### src/rtl/nfp_pkg.sv
// package: types, constants and helpers for the nav frame parser
`default_nettype none
package nfp_pkg;

  localparam logic [5:0] SOL_BYTES = 6'd52;
  localparam logic [5:0] POS_BYTES = 6'd28;
  localparam logic [5:0] VEL_BYTES = 6'd36;

  localparam logic [7:0] SYNC_1   = 8'hB5;
  localparam logic [7:0] SYNC_2   = 8'h62;
  localparam logic [7:0] NAV_CLS  = 8'h01;
  localparam logic [7:0] ID_SOL   = 8'h06;
  localparam logic [7:0] ID_POS   = 8'h02;
  localparam logic [7:0] ID_VEL   = 8'h12;

  localparam logic [1:0] SLOT_SOL = 2'd0;
  localparam logic [1:0] SLOT_POS = 2'd1;
  localparam logic [1:0] SLOT_VEL = 2'd2;

  localparam logic KIND_BYTE    = 1'b0;
  localparam logic KIND_CONSUME = 1'b1;

  typedef enum logic [3:0] {
    PH_IDLE   = 4'd0,
    PH_SYNC   = 4'd1,
    PH_CLASS  = 4'd2,
    PH_ID     = 4'd3,
    PH_LEN_LO = 4'd4,
    PH_LEN_HI = 4'd5,
    PH_DATA   = 4'd6,
    PH_CK_A   = 4'd7,
    PH_CK_B   = 4'd8
  } phase_t;

  typedef enum logic [1:0] {
    ST_INVALID = 2'd0,
    ST_NEW     = 2'd1,
    ST_DONE    = 2'd2
  } slot_state_t;

  typedef struct packed {
    logic        write_valid;
    logic [1:0]  write_slot;
    logic [5:0]  write_offset;
    logic [7:0]  write_data;
    logic        frame_done;
    logic        frame_ok;
    logic        frame_dropped;
    logic        dataset_ready;
    logic [15:0] dataset_count;
  } result_t;

  function automatic logic [5:0] record_size(input logic [1:0] slot);
    logic [5:0] size;
    unique case (slot)
      SLOT_SOL: size = SOL_BYTES;
      SLOT_POS: size = POS_BYTES;
      default:  size = VEL_BYTES;
    endcase
    return size;
  endfunction

endpackage
`default_nettype wire

### src/rtl/nfp_if.sv
// channel interfaces for input items and result items
`default_nettype none
interface nfp_item_if;
  logic       valid;
  logic       ready;
  logic       kind;
  logic [7:0] rx_byte;

  modport source (output valid, output kind, output rx_byte, input ready);
  modport sink (input valid, input kind, input rx_byte, output ready);
endinterface

interface nfp_result_if;
  logic        valid;
  logic        ready;
  logic        write_valid;
  logic [1:0]  write_slot;
  logic [5:0]  write_offset;
  logic [7:0]  write_data;
  logic        frame_done;
  logic        frame_ok;
  logic        frame_dropped;
  logic        dataset_ready;
  logic [15:0] dataset_count;

  modport source (
    output valid, output write_valid, output write_slot, output write_offset,
    output write_data, output frame_done, output frame_ok, output frame_dropped,
    output dataset_ready, output dataset_count, input ready
  );
  modport sink (
    input valid, input write_valid, input write_slot, input write_offset,
    input write_data, input frame_done, input frame_ok, input frame_dropped,
    input dataset_ready, input dataset_count, output ready
  );
endinterface
`default_nettype wire

### src/rtl/nav_frame_parser_fletcher_top.sv
// top level: nav frame parser with fletcher-8 check and result register
//
// item channel: one transaction per received serial byte (kind 0, rx_byte)
// or per host consume notice (kind 1). result channel: exactly one
// transaction per item, carrying a slot write strobe with slot, offset and
// data, the frame done/ok/dropped flags, dataset ready and the count.
// result valid rises in the cycle after the item transaction. throughput is
// one item per cycle while results drain: the parser state updates in the
// cycle of the item transaction and the result lands in a single output
// register. item ready is high while the output register is empty or being
// drained, so a stalled receiver holds its result and stops new items only
// then. reset clears the parser to hunting for sync, marks all three slots
// invalid, clears the pending flag and the dataset counter, and empties
// the output register.
`default_nettype none
module nav_frame_parser_fletcher_top (
  input wire logic     clk,
  input wire logic     rst,
  nfp_item_if.sink     item,
  nfp_result_if.source result
);

  nfp_pkg::result_t res_comb;
  nfp_pkg::result_t res_reg;
  logic             res_valid;
  logic             step;

  assign item.ready = !res_valid || result.ready;
  assign step       = item.valid && item.ready;

  nfp_parser u_parser (
    .clk     (clk),
    .rst     (rst),
    .step    (step),
    .kind    (item.kind),
    .rx_byte (item.rx_byte),
    .res     (res_comb)
  );

  always_ff @(posedge clk) begin
    if (rst) begin
      res_valid <= 1'b0;
    end else if (item.ready) begin
      res_valid <= item.valid;
    end
  end

  always_ff @(posedge clk) begin
    if (step) begin
      res_reg <= res_comb;
    end
  end

  assign result.valid         = res_valid;
  assign result.write_valid   = res_reg.write_valid;
  assign result.write_slot    = res_reg.write_slot;
  assign result.write_offset  = res_reg.write_offset;
  assign result.write_data    = res_reg.write_data;
  assign result.frame_done    = res_reg.frame_done;
  assign result.frame_ok      = res_reg.frame_ok;
  assign result.frame_dropped = res_reg.frame_dropped;
  assign result.dataset_ready = res_reg.dataset_ready;
  assign result.dataset_count = res_reg.dataset_count;

endmodule
`default_nettype wire

### src/rtl/nfp_parser.sv
// frame parser state, fletcher sum, slot status and dataset publishing
`default_nettype none
module nfp_parser (
  input  wire logic             clk,
  input  wire logic             rst,
  input  wire logic             step,
  input  wire logic             kind,
  input  wire logic [7:0]       rx_byte,
  output nfp_pkg::result_t      res
);

  nfp_pkg::phase_t      phase, phase_next;
  logic [7:0]           sum_a, sum_a_next;
  logic [7:0]           sum_b, sum_b_next;
  logic [15:0]          bytes_left, bytes_left_next;
  logic [1:0]           active_slot, active_slot_next;
  logic [5:0]           next_offset, next_offset_next;
  nfp_pkg::slot_state_t slot_status [3];
  nfp_pkg::slot_state_t slot_status_next [3];
  logic                 info_pending, info_pending_next;
  logic [15:0]          set_counter, set_counter_next;

  logic [1:0] slot;
  logic       id_match;
  logic [7:0] sum_a_add;
  logic       pub_req;

  assign slot      = (active_slot > nfp_pkg::SLOT_VEL) ? nfp_pkg::SLOT_VEL : active_slot;
  assign id_match  = (rx_byte == nfp_pkg::ID_SOL) || (rx_byte == nfp_pkg::ID_POS) ||
                     (rx_byte == nfp_pkg::ID_VEL);
  assign sum_a_add = sum_a + rx_byte;

  // next phase
  always_comb begin
    phase_next = phase;
    if (kind == nfp_pkg::KIND_BYTE) begin
      unique case (phase)
        nfp_pkg::PH_IDLE:
          phase_next = (rx_byte == nfp_pkg::SYNC_1) ? nfp_pkg::PH_SYNC : nfp_pkg::PH_IDLE;
        nfp_pkg::PH_SYNC:
          phase_next = (rx_byte == nfp_pkg::SYNC_2) ? nfp_pkg::PH_CLASS : nfp_pkg::PH_IDLE;
        nfp_pkg::PH_CLASS:
          phase_next = (rx_byte == nfp_pkg::NAV_CLS) ? nfp_pkg::PH_ID : nfp_pkg::PH_IDLE;
        nfp_pkg::PH_ID:
          phase_next = id_match ? nfp_pkg::PH_LEN_LO : nfp_pkg::PH_IDLE;
        nfp_pkg::PH_LEN_LO:
          phase_next = nfp_pkg::PH_LEN_HI;
        nfp_pkg::PH_LEN_HI: begin
          if (slot_status[slot] == nfp_pkg::ST_NEW) begin
            phase_next = nfp_pkg::PH_IDLE;
          end else if ({rx_byte, bytes_left[7:0]} == 16'd0) begin
            phase_next = nfp_pkg::PH_CK_A;
          end else begin
            phase_next = nfp_pkg::PH_DATA;
          end
        end
        nfp_pkg::PH_DATA:
          phase_next = (bytes_left == 16'd1) ? nfp_pkg::PH_CK_A : nfp_pkg::PH_DATA;
        nfp_pkg::PH_CK_A:
          phase_next = (rx_byte == sum_a) ? nfp_pkg::PH_CK_B : nfp_pkg::PH_IDLE;
        nfp_pkg::PH_CK_B:
          phase_next = nfp_pkg::PH_IDLE;
        default:
          phase_next = nfp_pkg::PH_IDLE;
      endcase
    end
  end

  // datapath and result
  always_comb begin
    sum_a_next        = sum_a;
    sum_b_next        = sum_b;
    bytes_left_next   = bytes_left;
    active_slot_next  = active_slot;
    next_offset_next  = next_offset;
    slot_status_next  = slot_status;
    info_pending_next = info_pending;
    set_counter_next  = set_counter;
    pub_req           = 1'b0;
    res               = '0;
    if (kind == nfp_pkg::KIND_CONSUME) begin
      info_pending_next = 1'b0;
    end else begin
      unique case (phase)
        nfp_pkg::PH_ID: begin
          if (id_match) begin
            if (rx_byte == nfp_pkg::ID_SOL) begin
              active_slot_next = nfp_pkg::SLOT_SOL;
            end else if (rx_byte == nfp_pkg::ID_POS) begin
              active_slot_next = nfp_pkg::SLOT_POS;
            end else begin
              active_slot_next = nfp_pkg::SLOT_VEL;
            end
            sum_a_next = nfp_pkg::NAV_CLS + rx_byte;
            sum_b_next = nfp_pkg::NAV_CLS + nfp_pkg::NAV_CLS + rx_byte;
          end
        end
        nfp_pkg::PH_LEN_LO: begin
          bytes_left_next = {8'd0, rx_byte};
          sum_a_next      = sum_a_add;
          sum_b_next      = sum_b + sum_a_add;
        end
        nfp_pkg::PH_LEN_HI: begin
          bytes_left_next = {rx_byte, bytes_left[7:0]};
          sum_a_next      = sum_a_add;
          sum_b_next      = sum_b + sum_a_add;
          if (slot_status[slot] == nfp_pkg::ST_NEW) begin
            pub_req           = 1'b1;
            res.frame_dropped = 1'b1;
          end else begin
            slot_status_next[slot] = nfp_pkg::ST_INVALID;
            next_offset_next       = 6'd0;
          end
        end
        nfp_pkg::PH_DATA: begin
          if (next_offset < nfp_pkg::record_size(slot)) begin
            res.write_valid  = 1'b1;
            res.write_slot   = slot;
            res.write_offset = next_offset;
            res.write_data   = rx_byte;
            next_offset_next = next_offset + 6'd1;
          end
          sum_a_next      = sum_a_add;
          sum_b_next      = sum_b + sum_a_add;
          bytes_left_next = bytes_left - 16'd1;
        end
        nfp_pkg::PH_CK_A: begin
          if (rx_byte != sum_a) begin
            slot_status_next[slot] = nfp_pkg::ST_INVALID;
            res.frame_done         = 1'b1;
          end
        end
        nfp_pkg::PH_CK_B: begin
          res.frame_done = 1'b1;
          if (rx_byte == sum_b) begin
            res.frame_ok           = 1'b1;
            slot_status_next[slot] = nfp_pkg::ST_NEW;
            pub_req                = 1'b1;
          end else begin
            slot_status_next[slot] = nfp_pkg::ST_INVALID;
          end
        end
        default: begin
        end
      endcase
      if (pub_req && slot_status_next[0] == nfp_pkg::ST_NEW &&
          slot_status_next[1] == nfp_pkg::ST_NEW &&
          slot_status_next[2] == nfp_pkg::ST_NEW) begin
        if (!info_pending) begin
          set_counter_next  = set_counter + 16'd1;
          info_pending_next = 1'b1;
          res.dataset_ready = 1'b1;
        end
        slot_status_next[0] = nfp_pkg::ST_DONE;
        slot_status_next[1] = nfp_pkg::ST_DONE;
        slot_status_next[2] = nfp_pkg::ST_DONE;
      end
    end
    res.dataset_count = set_counter_next;
  end

  always_ff @(posedge clk) begin
    if (rst) begin
      phase          <= nfp_pkg::PH_IDLE;
      sum_a          <= 8'd0;
      sum_b          <= 8'd0;
      bytes_left     <= 16'd0;
      active_slot    <= 2'd0;
      next_offset    <= 6'd0;
      slot_status[0] <= nfp_pkg::ST_INVALID;
      slot_status[1] <= nfp_pkg::ST_INVALID;
      slot_status[2] <= nfp_pkg::ST_INVALID;
      info_pending   <= 1'b0;
      set_counter    <= 16'd0;
    end else if (step) begin
      phase        <= phase_next;
      sum_a        <= sum_a_next;
      sum_b        <= sum_b_next;
      bytes_left   <= bytes_left_next;
      active_slot  <= active_slot_next;
      next_offset  <= next_offset_next;
      slot_status  <= slot_status_next;
      info_pending <= info_pending_next;
      set_counter  <= set_counter_next;
    end
  end

endmodule
`default_nettype wire

### src/flat_wrapper.sv
// flat-port wrapper written by rule: the top's interface ports become plain ports
module nav_frame_parser_fletcher_top_flat 
  (clk, rst, item_valid, item_kind, item_rx_byte, item_ready, result_valid, result_write_valid, result_write_slot, result_write_offset, result_write_data, result_frame_done, result_frame_ok, result_frame_dropped, result_dataset_ready, result_dataset_count, result_ready);
  nfp_item_if item_i ();
  nfp_result_if result_i ();
  input wire logic clk;
  input wire logic rst;
  input wire logic [$bits(item_i.valid)-1:0] item_valid;
  input wire logic [$bits(item_i.kind)-1:0] item_kind;
  input wire logic [$bits(item_i.rx_byte)-1:0] item_rx_byte;
  output wire logic [$bits(item_i.ready)-1:0] item_ready;
  output wire logic [$bits(result_i.valid)-1:0] result_valid;
  output wire logic [$bits(result_i.write_valid)-1:0] result_write_valid;
  output wire logic [$bits(result_i.write_slot)-1:0] result_write_slot;
  output wire logic [$bits(result_i.write_offset)-1:0] result_write_offset;
  output wire logic [$bits(result_i.write_data)-1:0] result_write_data;
  output wire logic [$bits(result_i.frame_done)-1:0] result_frame_done;
  output wire logic [$bits(result_i.frame_ok)-1:0] result_frame_ok;
  output wire logic [$bits(result_i.frame_dropped)-1:0] result_frame_dropped;
  output wire logic [$bits(result_i.dataset_ready)-1:0] result_dataset_ready;
  output wire logic [$bits(result_i.dataset_count)-1:0] result_dataset_count;
  input wire logic [$bits(result_i.ready)-1:0] result_ready;
  assign item_i.valid = item_valid;
  assign item_i.kind = item_kind;
  assign item_i.rx_byte = item_rx_byte;
  assign item_ready = item_i.ready;
  assign result_valid = result_i.valid;
  assign result_write_valid = result_i.write_valid;
  assign result_write_slot = result_i.write_slot;
  assign result_write_offset = result_i.write_offset;
  assign result_write_data = result_i.write_data;
  assign result_frame_done = result_i.frame_done;
  assign result_frame_ok = result_i.frame_ok;
  assign result_frame_dropped = result_i.frame_dropped;
  assign result_dataset_ready = result_i.dataset_ready;
  assign result_dataset_count = result_i.dataset_count;
  assign result_i.ready = result_ready;
  nav_frame_parser_fletcher_top u_core (.clk(clk), .rst(rst), .item(item_i), .result(result_i));
endmodule
### config.mk
export PLATFORM = sky130hd
export DESIGN_NAME = nav_frame_parser_fletcher_top_flat
export DESIGN_NICKNAME = d
export VERILOG_FILES = /design/src/rtl/nfp_pkg.sv /design/src/rtl/nfp_if.sv /design/src/rtl/nav_frame_parser_fletcher_top.sv /design/src/rtl/nfp_parser.sv /design/src/flat_wrapper.sv
export SDC_FILE = /design/constraint.sdc
export NUM_CORES = 1
export LEC_CHECK = 0
export BUFFER_PORTS_ARGS = -buffer_cell sky130_fd_sc_hd__buf_2
export CAP_MARGIN = 30
export CELL_PAD_IN_SITES_DETAIL_PLACEMENT = 0
export CELL_PAD_IN_SITES_GLOBAL_PLACEMENT = 1
export CORE_AREA = 3 3 143 145
export DETAILED_ROUTE_END_ITERATION = 10
export DIE_AREA = 0 0 146 148
export PLACE_DENSITY_LB_ADDON = 0.1
export SLEW_MARGIN = 20
export SYNTH_ARGS = -nofsm -noshare
export SYNTH_HDL_FRONTEND = slang
export SYNTH_SLANG_ARGS = --single-unit
### constraint.sdc
create_clock -name clk -period 3.73 [get_ports clk]
set_input_delay 0.746 -clock clk [delete_from_list [all_inputs] [get_ports clk]]
set_output_delay 0.746 -clock clk [all_outputs]
set_load 0.02 [all_outputs]
### After elaboration in Yosys (flattened, before gate mapping)

Cells that the tools add are included.

| word-level totals | value |
|---|---|
| flip-flop bits (word level) | 105 |
| bits of input ports | 13 |
| output and inout bits | 39 |
| logic and storage cells | 148 |

| cells by class | value |
|---|---|
| add/sub/neg operators | 7 |
| $lt $le $gt $ge | 4 |
| equality and inequality tests | 26 |
| multiplexer cells | 47 |
| bitwise gates (word level) | 12 |
| reduce and logical (&&, ||, !) cells | 30 |

Operators with widths:

| cell | count |
|---|---|
| $mux W6 | 9 |
| $mux W16 | 3 |
| $pmux W16 S3 | 1 |
| $pmux W4 S8 | 1 |
| $pmux W8 S2 | 2 |
| $pmux W6 S2 | 2 |
| $pmux W6 S3 | 1 |
| $mux W17 | 1 |
| $add A16 B1 Y16 const B | 1 |
| $add A8 B8 Y8 | 2 |
| $eq A16 B1 Y1 const B | 1 |
| $eq A4 B3 Y1 const B | 4 |
| $eq A8 B8 Y1 | 2 |
| $logic_not A16 Y1 | 1 |
| $mux W2 | 8 |
| $mux W8 | 2 |
| $sub A16 B1 Y16 const B | 1 |
| $reduce_and A4 Y1 | 3 |
| $eq A2 B1 Y1 const B | 5 |
| $mux W1 | 10 |
| $add A1 B8 Y8 const A | 1 |
| $add A2 B8 Y8 const A | 1 |
| $eq A4 B2 Y1 const B | 2 |
| $eq A8 B1 Y1 const B | 1 |
| 38 further kinds | 61 |

### Longest topological paths before layout

Gate-level depths: netlist of the first run.

| depth | value |
|---|---|
| depth in word-level cells | 18 |
| gate-level depth with buffers | 12 |
| depth with buffers taken out | 12 |

### Modules after synthesis

A second synthesis of the first run with hierarchy kept.

| second synthesis, totals | value |
|---|---|
| cell total of the unflattened synthesis | 688 |
| area, all modules | 6132.1 um^2 |

By module, submodules not included:

| module | times used | cells an instance | area an instance (um^2) | sequential area each (um^2) |
|---|---|---|---|---|
| nfp_parser | 1 | 646 | 4966.0 | 1341.3 |
| nav_frame_parser_fletcher_top | 1 | 42 | 1166.1 | 1131.1 |

### Worst setup path after synthesis of the first run

Ideal clock, no wire load.

| path | value |
|---|---|
| kind | input to register |
| from | input item_rx_byte[4] |
| to | register u_core.u_parser.set_counter[10] |
| library setup time | 0.121 ns |
| arrival | 3.366 ns |
| data required time | 3.609 ns |
| path slack | 0.244 ns |
| cell stages on the path | 9 |
| buffers on the path | 1 |
| cells stage by stage | ha_1 -> or4_4 -> nor4_4 -> o31a_2 -> o2111a_1 -> nand2_1 -> buf_2 -> nor4_1 -> mux2_2 |

| on the way | value |
|---|---|
| cells in the longest elaborated chain, start to end | 10 |
| elaborated cells on any way between the ends | 17 |
| those cells by class | eq/ne: 5; mux: 9; reduce/logical: 3 |

Ends and longest elaborated chain:

| element | RTL line | text |
|---|---|---|
| start: declaration | flat_wrapper.sv:10 | `input wire logic [$bits(item_i.rx_byte)-1:0] item_rx_byte;` |
| $eq A8 B8 Y1 / $ne A8 B8 Y1 (equally long branches) | nfp_parser.sv:135, nfp_parser.sv:128 |  |
| $mux W6, on equally long branches | nfp_parser.sv:135, nfp_parser.sv:128 |  |
| $pmux W6 S3 | nfp_parser.sv:84 | `unique case (phase)` |
| $mux W6 | nfp_parser.sv:81 | `if (kind == nfp_pkg::KIND_CONSUME) begin` |
| $eq A2 B1 Y1 | nfp_parser.sv:146 | `if (pub_req && slot_status_next[0] == nfp_pkg::ST_NEW &&` |
| $logic_and A1 B1 Y1 (2 in series) | nfp_parser.sv:146 |  |
| $logic_and A1 B1 Y1 (*) | nfp_parser.sv:147 | `slot_status_next[1] == nfp_pkg::ST_NEW &&` |
| $mux W16 (*) | nfp_parser.sv:146 |  |
| $mux W16 (*) | nfp_parser.sv:81 |  |
| end signal: assignment | nfp_parser.sv:184 | `set_counter <= set_counter_next;` |
| end: declaration | nfp_parser.sv:21 | `logic [15:0] set_counter, set_counter_next;` |

Mark *: on every way between the ends. The rest lies on a longest branch, timed or not. The select of a mux whose other input is x is not followed.
A chain may end at the register's enable or synchronous reset.

### Final worst setup path of the first run

| path | value |
|---|---|
| from | input item_rx_byte[1] |
| to | register u_core.u_parser.set_counter[12] |

Same word-level chain as after synthesis.

==> flow_summary.toml, run 1 <==
[die]
core_area_um2 = 19330
dieWidth_um = 146
initial_utilization = 0.3167
pin_count = 52
die_height_um = 148
die_area_um2 = 21610
num_rows = 51

[setup_path]
critical_path_class = "primary input to flip-flop"
endpoint = "u_core.u_parser.set_counter[12]$_SDFFE_PP0P_"
ff2ff_path_depth = 9
critPathMaxFanout = 23
reg2reg_to = "u_core.u_parser.set_counter[12]$_SDFFE_PP0P_"
r2r-start = "u_core.u_parser.sum_a[1]$_SDFFE_PP0P_"
r2r_slack_ns = 0.50
cp-start-kind = "primary input"
cp-startpoint = "item_rx_byte[1]"
cp_data_required_time_ns = 3.98
critPathCaptureType = "flip-flop"
critPathArrivalTime_ns = 3.61

[synthesis]
synth-seq-cells = 105
postSynthCellCount = 675
ys_warn_count = 0
ys_top_cells_by_area = "dfxtp_1, edfxtp_1, ha_1"
postSynthAreaPerCell_um2 = 9.072
synth_edf_count = 37
syn_nets = 716
synth_area_um2 = 6123
synth_cell_types = 70
ys_seq_area_frac = 0.4038
yosysTopAreaCellShare = 0.2223
synth_top_area_cell = "dfxtp_1"
synthArstFlopShare = 0
yosys_most_used_dff = "dfxtp_1"

[timing]
slew_headroom = 0.5437
setup_viol = 0
finalHoldViolCount = 0
fin_crit_ns = 3.364
min_period_over_period = 0.9018
finalSetupTns_ns = 0
finClkSkew_ns = 0.007483
grt_setup_unrepaired = "false"
worst_slew_pin_slew_ns = 0.6819
fmax_mhz = 297.3
slew_violations = 0

[drt]
antenna_left = 0
firstDrtPassIters = 4
wire_per_inst_um = 16.60
drc_errors = 0
vias = 5132
drt_wl_total_mm = 16.53
avgViaCountPerCell = 5.153
drtIter0Drc = 239

[place]
dpl_cell_area_um2 = 6770
dpl.hpwl_mm = 11.98
place_congestion = 0.8187
port_buffers = 51

[grt]
overflow = 0
grt_max_degree = 48
grtUsageMet3 = 0.03004
busiest_layer = "met2"
grt_pass1_wl_mm = 27.47
grt_antenna_before_repair = 0
use_met2 = 0.2749
met1_usage = 0.1994
grt_pass1_vias = 5206
grt_usage = 0.1574

[clock_network]
cts_root_buf = "clkbuf_16"
htree_levels = 3
clockBufferDepth = 2
cts_sinks = 105
cts_buffers = 9
clk-insertion-delay-late_ns = 0.36
cts.clk_slew.worst_paths_ns = 0.07
post_cts_buffers = 0
ctsHoldBuffers = 0
ctsResizeCount = 0
cts_tree = "done"

[job]
drv_cap = 0

[pwr]
powerDensity_nw_per_um2 = 333.5
leakagePower_nw = 2.705
ir_drop_v = 0.0001977

[cells_and_area]
antenna_cells = 0
final_nets = 767
design_area_um2 = 7056
area_growth_pct = 15.22
num-fill-cells = 1988
layout-drive-gt1-share = 0.1792

[status]
outcome = "completed"

[hold_path]
min_from = "u_core.u_parser.sum_a[3]$_SDFFE_PP0P_"
hold_path_class = "flip-flop to flip-flop"
==> cell usage after synthesis, drive strengths merged, types with 5 or more instances <==
cell type  number
nand4          10
clkbuf         34
o211ai          7
mux2            8
nand3b          5
ha             26
nand2          55
edfxtp         37
nor3           29
o21ai          30
and2           15
o31ai           7
xor2           23
buf             8
a22oi          12
or4             7
nor4           21
nand3          19
and3            7
a31o            5
a21o            7
nor2           63
a211oi         10
o21bai          6
xnor2          24
inv            18
dfxtp          68
or3             6
a21oi          46
nor2b           9
==> per-stage QoR <==
stage                     power (mW)  hold slack [ns]    util  instances  worst slack, ns
after detailed placement       1.425           0.4535  0.3502        980         -0.05834
after global placement         1.422           0.4498  0.3487        978         -0.08828
after global routing           2.456           0.4831  0.3649        996           0.2523
after CTS                      2.392           0.4642  0.3649        996           0.3207
after floorplan                1.350           0.4356       -        675           0.2435
final                          2.353           0.4597  0.3649        996           0.3662
==> report_power, final <==
part           total (mW)  switching (mW)  internal [mW]
sequential           1.21         0.00778           1.20
combinational       0.185           0.127         0.0578
clock               0.959           0.487          0.471
total                2.35           0.622           1.73
==> layer usage <==
layer  wire, um  vias up
met3        494       22
li1           -     2576
met2       8153       73
met5          0        -
met1       7634     2461
met4        248        0
==> how the worst min path moves through the flow <==
stage | endpoint | slack [ns] | cells past startpoint
finish | u_core.u_parser.sum_a[3]$_SDFFE_PP0P_ | 0.46 | 2
global route | u_core.u_parser.sum_a[3]$_SDFFE_PP0P_ | 0.48 | 2
CTS | u_core.u_parser.sum_a[3]$_SDFFE_PP0P_ | 0.46 | 2
detailed placement | u_core.u_parser.sum_a[3]$_SDFFE_PP0P_ | 0.45 | 2
global placement | u_core.u_parser.sum_a[3]$_SDFFE_PP0P_ | 0.45 | 2
floorplan | u_core.u_parser.sum_a[2]$_SDFFE_PP0P_ | 0.44 | 2
==> final cells by class <==
class | count | area [um2] | share of cell area
Timing Repair Buffer | 82 | 513.0 | 0.07271
Tap cell | 265 | 331.6 | 0.04699
Clock buffer | 10 | 229.0 | 0.03245
Clock inverter | 6 | 56.30 | 0.007980
Sequential cell | 105 | 2472 | 0.3504
Multi-Input combinational cell | 510 | 3386 | 0.4799
Inverter | 18 | 67.56 | 0.009576
==> registers in the layout, indices dropped and copies added (netlist names), 2 cells and up <==
signal                       cells
u_core.result.write_data         8
u_core.result.write_slot         2
u_core.u_parser.sum_b            8
u_core.u_parser.sum_a            8
u_core.result.dataset_count     16
u_core.u_parser.set_counter     16
u_core.u_parser.bytes_left      16
u_core.result.write_offset       6
u_core.u_parser.active_slot      2
u_core.u_parser.next_offset      6
u_core.u_parser.phase            4
u_core.u_parser.slot_status      6
==> cells by family after synthesis <==
| family | share of synthesized area |
|---|---|
| AND/OR/NAND/NOR | 0.2362 |
| flip-flops | 0.4038 |
| multiplexers | 0.02125 |
| adder cells (fa/ha/maj) | 0.05966 |
| buffers and inverters | 0.04332 |
| XOR/XNOR | 0.06722 |
| AO/OA/AOI/OAI | 0.1686 |
==> worst max-delay path, cell delays in order <==
cell	delay, ns
buf_2	0.11
ha_1	0.31
or4_4	0.56
nor4_4	0.43
o31a_2	0.24
o2111a_1	0.23
nand2_1	0.12
buf_12	0.18
nor4_1	0.30
mux2_2	0.37
==> layout by cell type (no fill, tap or decap), types with 4 or more instances in the layout <==
cell,netlist,routed
a211oi_1,9,9
a21o_1,7,7
a21oi_1,46,46
a22oi_1,12,12
a31o_2,5,5
and2_1,15,15
and3_1,7,7
buf_2,4,51
buf_4,2,29
clkbuf_16,0,9
dfxtp_1,68,68
edfxtp_1,37,37
ha_1,26,26
inv_1,18,17
mux2_2,8,8
mux2i_1,4,4
nand2_1,55,55
nand2b_1,4,4
nand3_1,19,19
nand3b_1,5,5
nand4_1,10,10
nor2_1,63,63
nor2b_1,9,9
nor3_1,29,29
nor4_1,20,20
o211ai_1,7,7
o21ai_0,30,30
o21bai_1,6,6
o31ai_1,7,7
or3_1,5,5
or4_1,5,5
xnor2_1,24,24
xor2_1,23,23
No activity file was read; power rests on OpenSTA's default activity.
==> run 2, diff against run 1 <==
- ABC_AREA: not set -> 1
- CORE_AREA: 3 3 143 145 -> 4 4 147 149
- CTS_CLUSTER_DIAMETER: not set -> 80
- DIE_AREA: 0 0 146 148 -> 0 0 151 153
==> flow_summary.toml, run 2 <==
[clock_network]
ctsResizeCount = 0
clk-insertion-delay-late_ns = 0.35
cts.clk_slew.worst_paths_ns = 0.07
ctsHoldBuffers = 0
cts_tree = "done"
clockBufferDepth = 2
htree_levels = 3
cts_sinks = 105
post_cts_buffers = 0
cts_root_buf = "clkbuf_16"
cts_buffers = 9

[place]
dpl_cell_area_um2 = 7018
place_congestion = 0.8024
dpl.hpwl_mm = 13.36
port_buffers = 51

[setup_path]
cp_slowest_cell = "fa_1"
critPathMaxFanout = 8
endpoint = "u_core.u_parser.sum_b[7]$_SDFFE_PP0P_"
r2r-start = "u_core.u_parser.sum_a[0]$_SDFFE_PP0P_"
critPathMaxStageDelay_ns = 0.41
critical_path_class = "primary input to flip-flop"
critPathTopFamily = "adder cells"
critPathArrivalTime_ns = 3.35
r2r_slack_ns = 0.96
path_buf_inv = 1
crit_cells = 15
cp_data_required_time_ns = 4.02
reg2reg_to = "u_core.u_parser.sum_b[7]$_SDFFE_PP0P_"
cp-start-kind = "primary input"
cp-startpoint = "item_rx_byte[0]"
crit_top_cell = "a21oi_1"
cp_cell_sequence = "buf_2 -> ha_1 -> fa_1 -> nand3_1 -> and2_1 -> o21bai_1 -> a21oi_1 -> xnor2_1 -> ha_1 -> a21oi_1 -> o221ai_1 -> xor2_1 -> a21oi_1 -> o21ai_0 -> a21oi_1"
ff2ff_path_depth = 14
critPathCaptureType = "flip-flop"

[timing]
slew_headroom = 0.5988
slew_violations = 0
fin_crit_ns = 3.057
min_period_over_period = 0.8196
worst_slew_pin_slew_ns = 0.6011
finalHoldViolCount = 0
fmax_mhz = 327.1
grt_setup_unrepaired = "false"
setup_viol = 0
finClkSkew_ns = 0.007088
finalSetupTns_ns = 0

[synthesis]
yosys_most_used_dff = "dfxtp_1"
synth_top_area_cell = "dfxtp_1"
synth_cell_types = 48
postSynthAreaPerCell_um2 = 7.088
synth_area_um2 = 6415
synth_edf_count = 37
synth.most_common_cell = "nand2_1"
synth-seq-cells = 105
yosysTopAreaCellShare = 0.2122
ys_top_cells_by_area = "dfxtp_1, edfxtp_1, nand2_1"
synth_common_cells = "nand2_1, inv_1, nor2_1"
ys_seq_area_frac = 0.3854
synthArstFlopShare = 0
ys_warn_count = 0
postSynthCellCount = 905
syn_nets = 946

[grt]
grt_usage = 0.1640
overflow = 0
grt_pass1_vias = 5613
grt_pass1_wl_mm = 30.28
grt_antenna_before_repair = 0
grt_max_degree = 40

[die]
dieWidth_um = 151
pin_count = 52
core_area_um2 = 20170
initial_utilization = 0.3181
die_area_um2 = 23100
die_height_um = 153
num_rows = 52

[drt]
drt_wl_total_mm = 18.48
vias = 5838
drtIter0Drc = 338
antenna_left = 0
wire_per_inst_um = 15.04
drc_errors = 0
firstDrtPassIters = 4
avgViaCountPerCell = 4.750

[cells_and_area]
antenna_cells = 0
final_common_cell = "nand2_1"
num-fill-cells = 2201
design_area_um2 = 7313
layout-drive-gt1-share = 0.1126
final_nets = 995
final_cell_mix = "nand2_1, inv_1, nor2_1"
area_growth_pct = 14.00

[job]
drv_cap = 0

[hold_path]
hold_path_class = "flip-flop to flip-flop"

[pwr]
powerDensity_nw_per_um2 = 341.6
ir_drop_v = 0.0001730
leakagePower_nw = 3.262

[status]
outcome = "completed"
## run 2: changes by cell type in the layout (fill, tap and decap cells not counted), sizes merged, moves of 29 or more
cell | before | now
a21oi | 46 | 75
inv | 23 | 120
nand3 | 19 | 59
nand2 | 55 | 211
nor2 | 63 | 116
o21ai | 30 | 59
## run 2: worst min-delay path, delay by kind of cell, from the launching register on
kind | cells | cell delay [ns]
AOI/OAI and AO/OA | 1 | 0.05
DFF | 1 | 0.31
and+or+nand+nor | 1 | 0.06
## run 2: per-stage QoR
step                      power [mW]  utilization  hold slack [ns]  setup WS, ns  cells
after floorplan                1.444            -           0.4389        0.7202    905
after global routing           2.622       0.3626           0.4936        0.4756   1229
final                          2.498       0.3626           0.4634        0.6730   1229
after detailed placement       1.542       0.3480           0.4544        0.3147   1213
after global placement         1.546       0.3480           0.4544        0.3684   1213
after CTS                      2.549       0.3626           0.4662        0.6688   1229
## run 2: cell type report
| class | count | area [um2] | share of cell area |
|---|---|---|---|
| multi-input cells | 650 | 3348 | 0.4578 |
| flip-flops and latches | 105 | 2472 | 0.3381 |
| inverters | 120 | 451.7 | 0.06176 |
| repair buffers | 68 | 407.9 | 0.05577 |
| well taps | 270 | 337.8 | 0.04619 |
| clock buffers | 10 | 229.0 | 0.03131 |
| clock inverters | 6 | 66.31 | 0.009068 |
## run 2: how the worst min path moves through the flow
stage	startpoint	end	slack, ns	depth (start not counted)
3_5_place_dp	u_core.u_parser.bytes_left[9]$_SDFFE_PP0P_	u_core.u_parser.bytes_left[9]$_SDFFE_PP0P_	0.45	2
5_1_grt	u_core.u_parser.bytes_left[9]$_SDFFE_PP0P_	u_core.u_parser.bytes_left[9]$_SDFFE_PP0P_	0.49	2
3_3_place_gp	u_core.u_parser.bytes_left[9]$_SDFFE_PP0P_	u_core.u_parser.bytes_left[9]$_SDFFE_PP0P_	0.45	2
6_report	u_core.u_parser.bytes_left[9]$_SDFFE_PP0P_	u_core.u_parser.bytes_left[9]$_SDFFE_PP0P_	0.46	2
4_1_cts	u_core.u_parser.bytes_left[9]$_SDFFE_PP0P_	u_core.u_parser.bytes_left[9]$_SDFFE_PP0P_	0.47	2
2_1_floorplan	u_core.u_parser.bytes_left[9]$_SDFFE_PP0P_	u_core.u_parser.bytes_left[9]$_SDFFE_PP0P_	0.44	2
## run 2: kinds of logic after synthesis
family / after synthesis / share of synthesized area
buffers and inverters: 150 / 0.09265
XOR/XNOR: 22 / 0.03004
flip-flops: 105 / 0.3854
AO/OA/AOI/OAI: 163 / 0.1377
adder cells (fa/ha/maj): 28 / 0.05695
AND/OR/NAND/NOR: 437 / 0.2972
## run 2: per-layer routing
metal,global-route usage,up-vias,part of all wire
met5,0,-,0
met4,0.04620,0,0.012
met3,0.01895,14,0.027
met2,0.2563,80,0.45
met1,0.2383,2661,0.51
li1,-,3083,-
## run 2: report_power, final
group | total (mW) | switching (mW) | internal [mW]
sequential | 1.25 | 0.0245 | 1.22
combinational | 0.264 | 0.185 | 0.0789
clock | 0.986 | 0.460 | 0.526
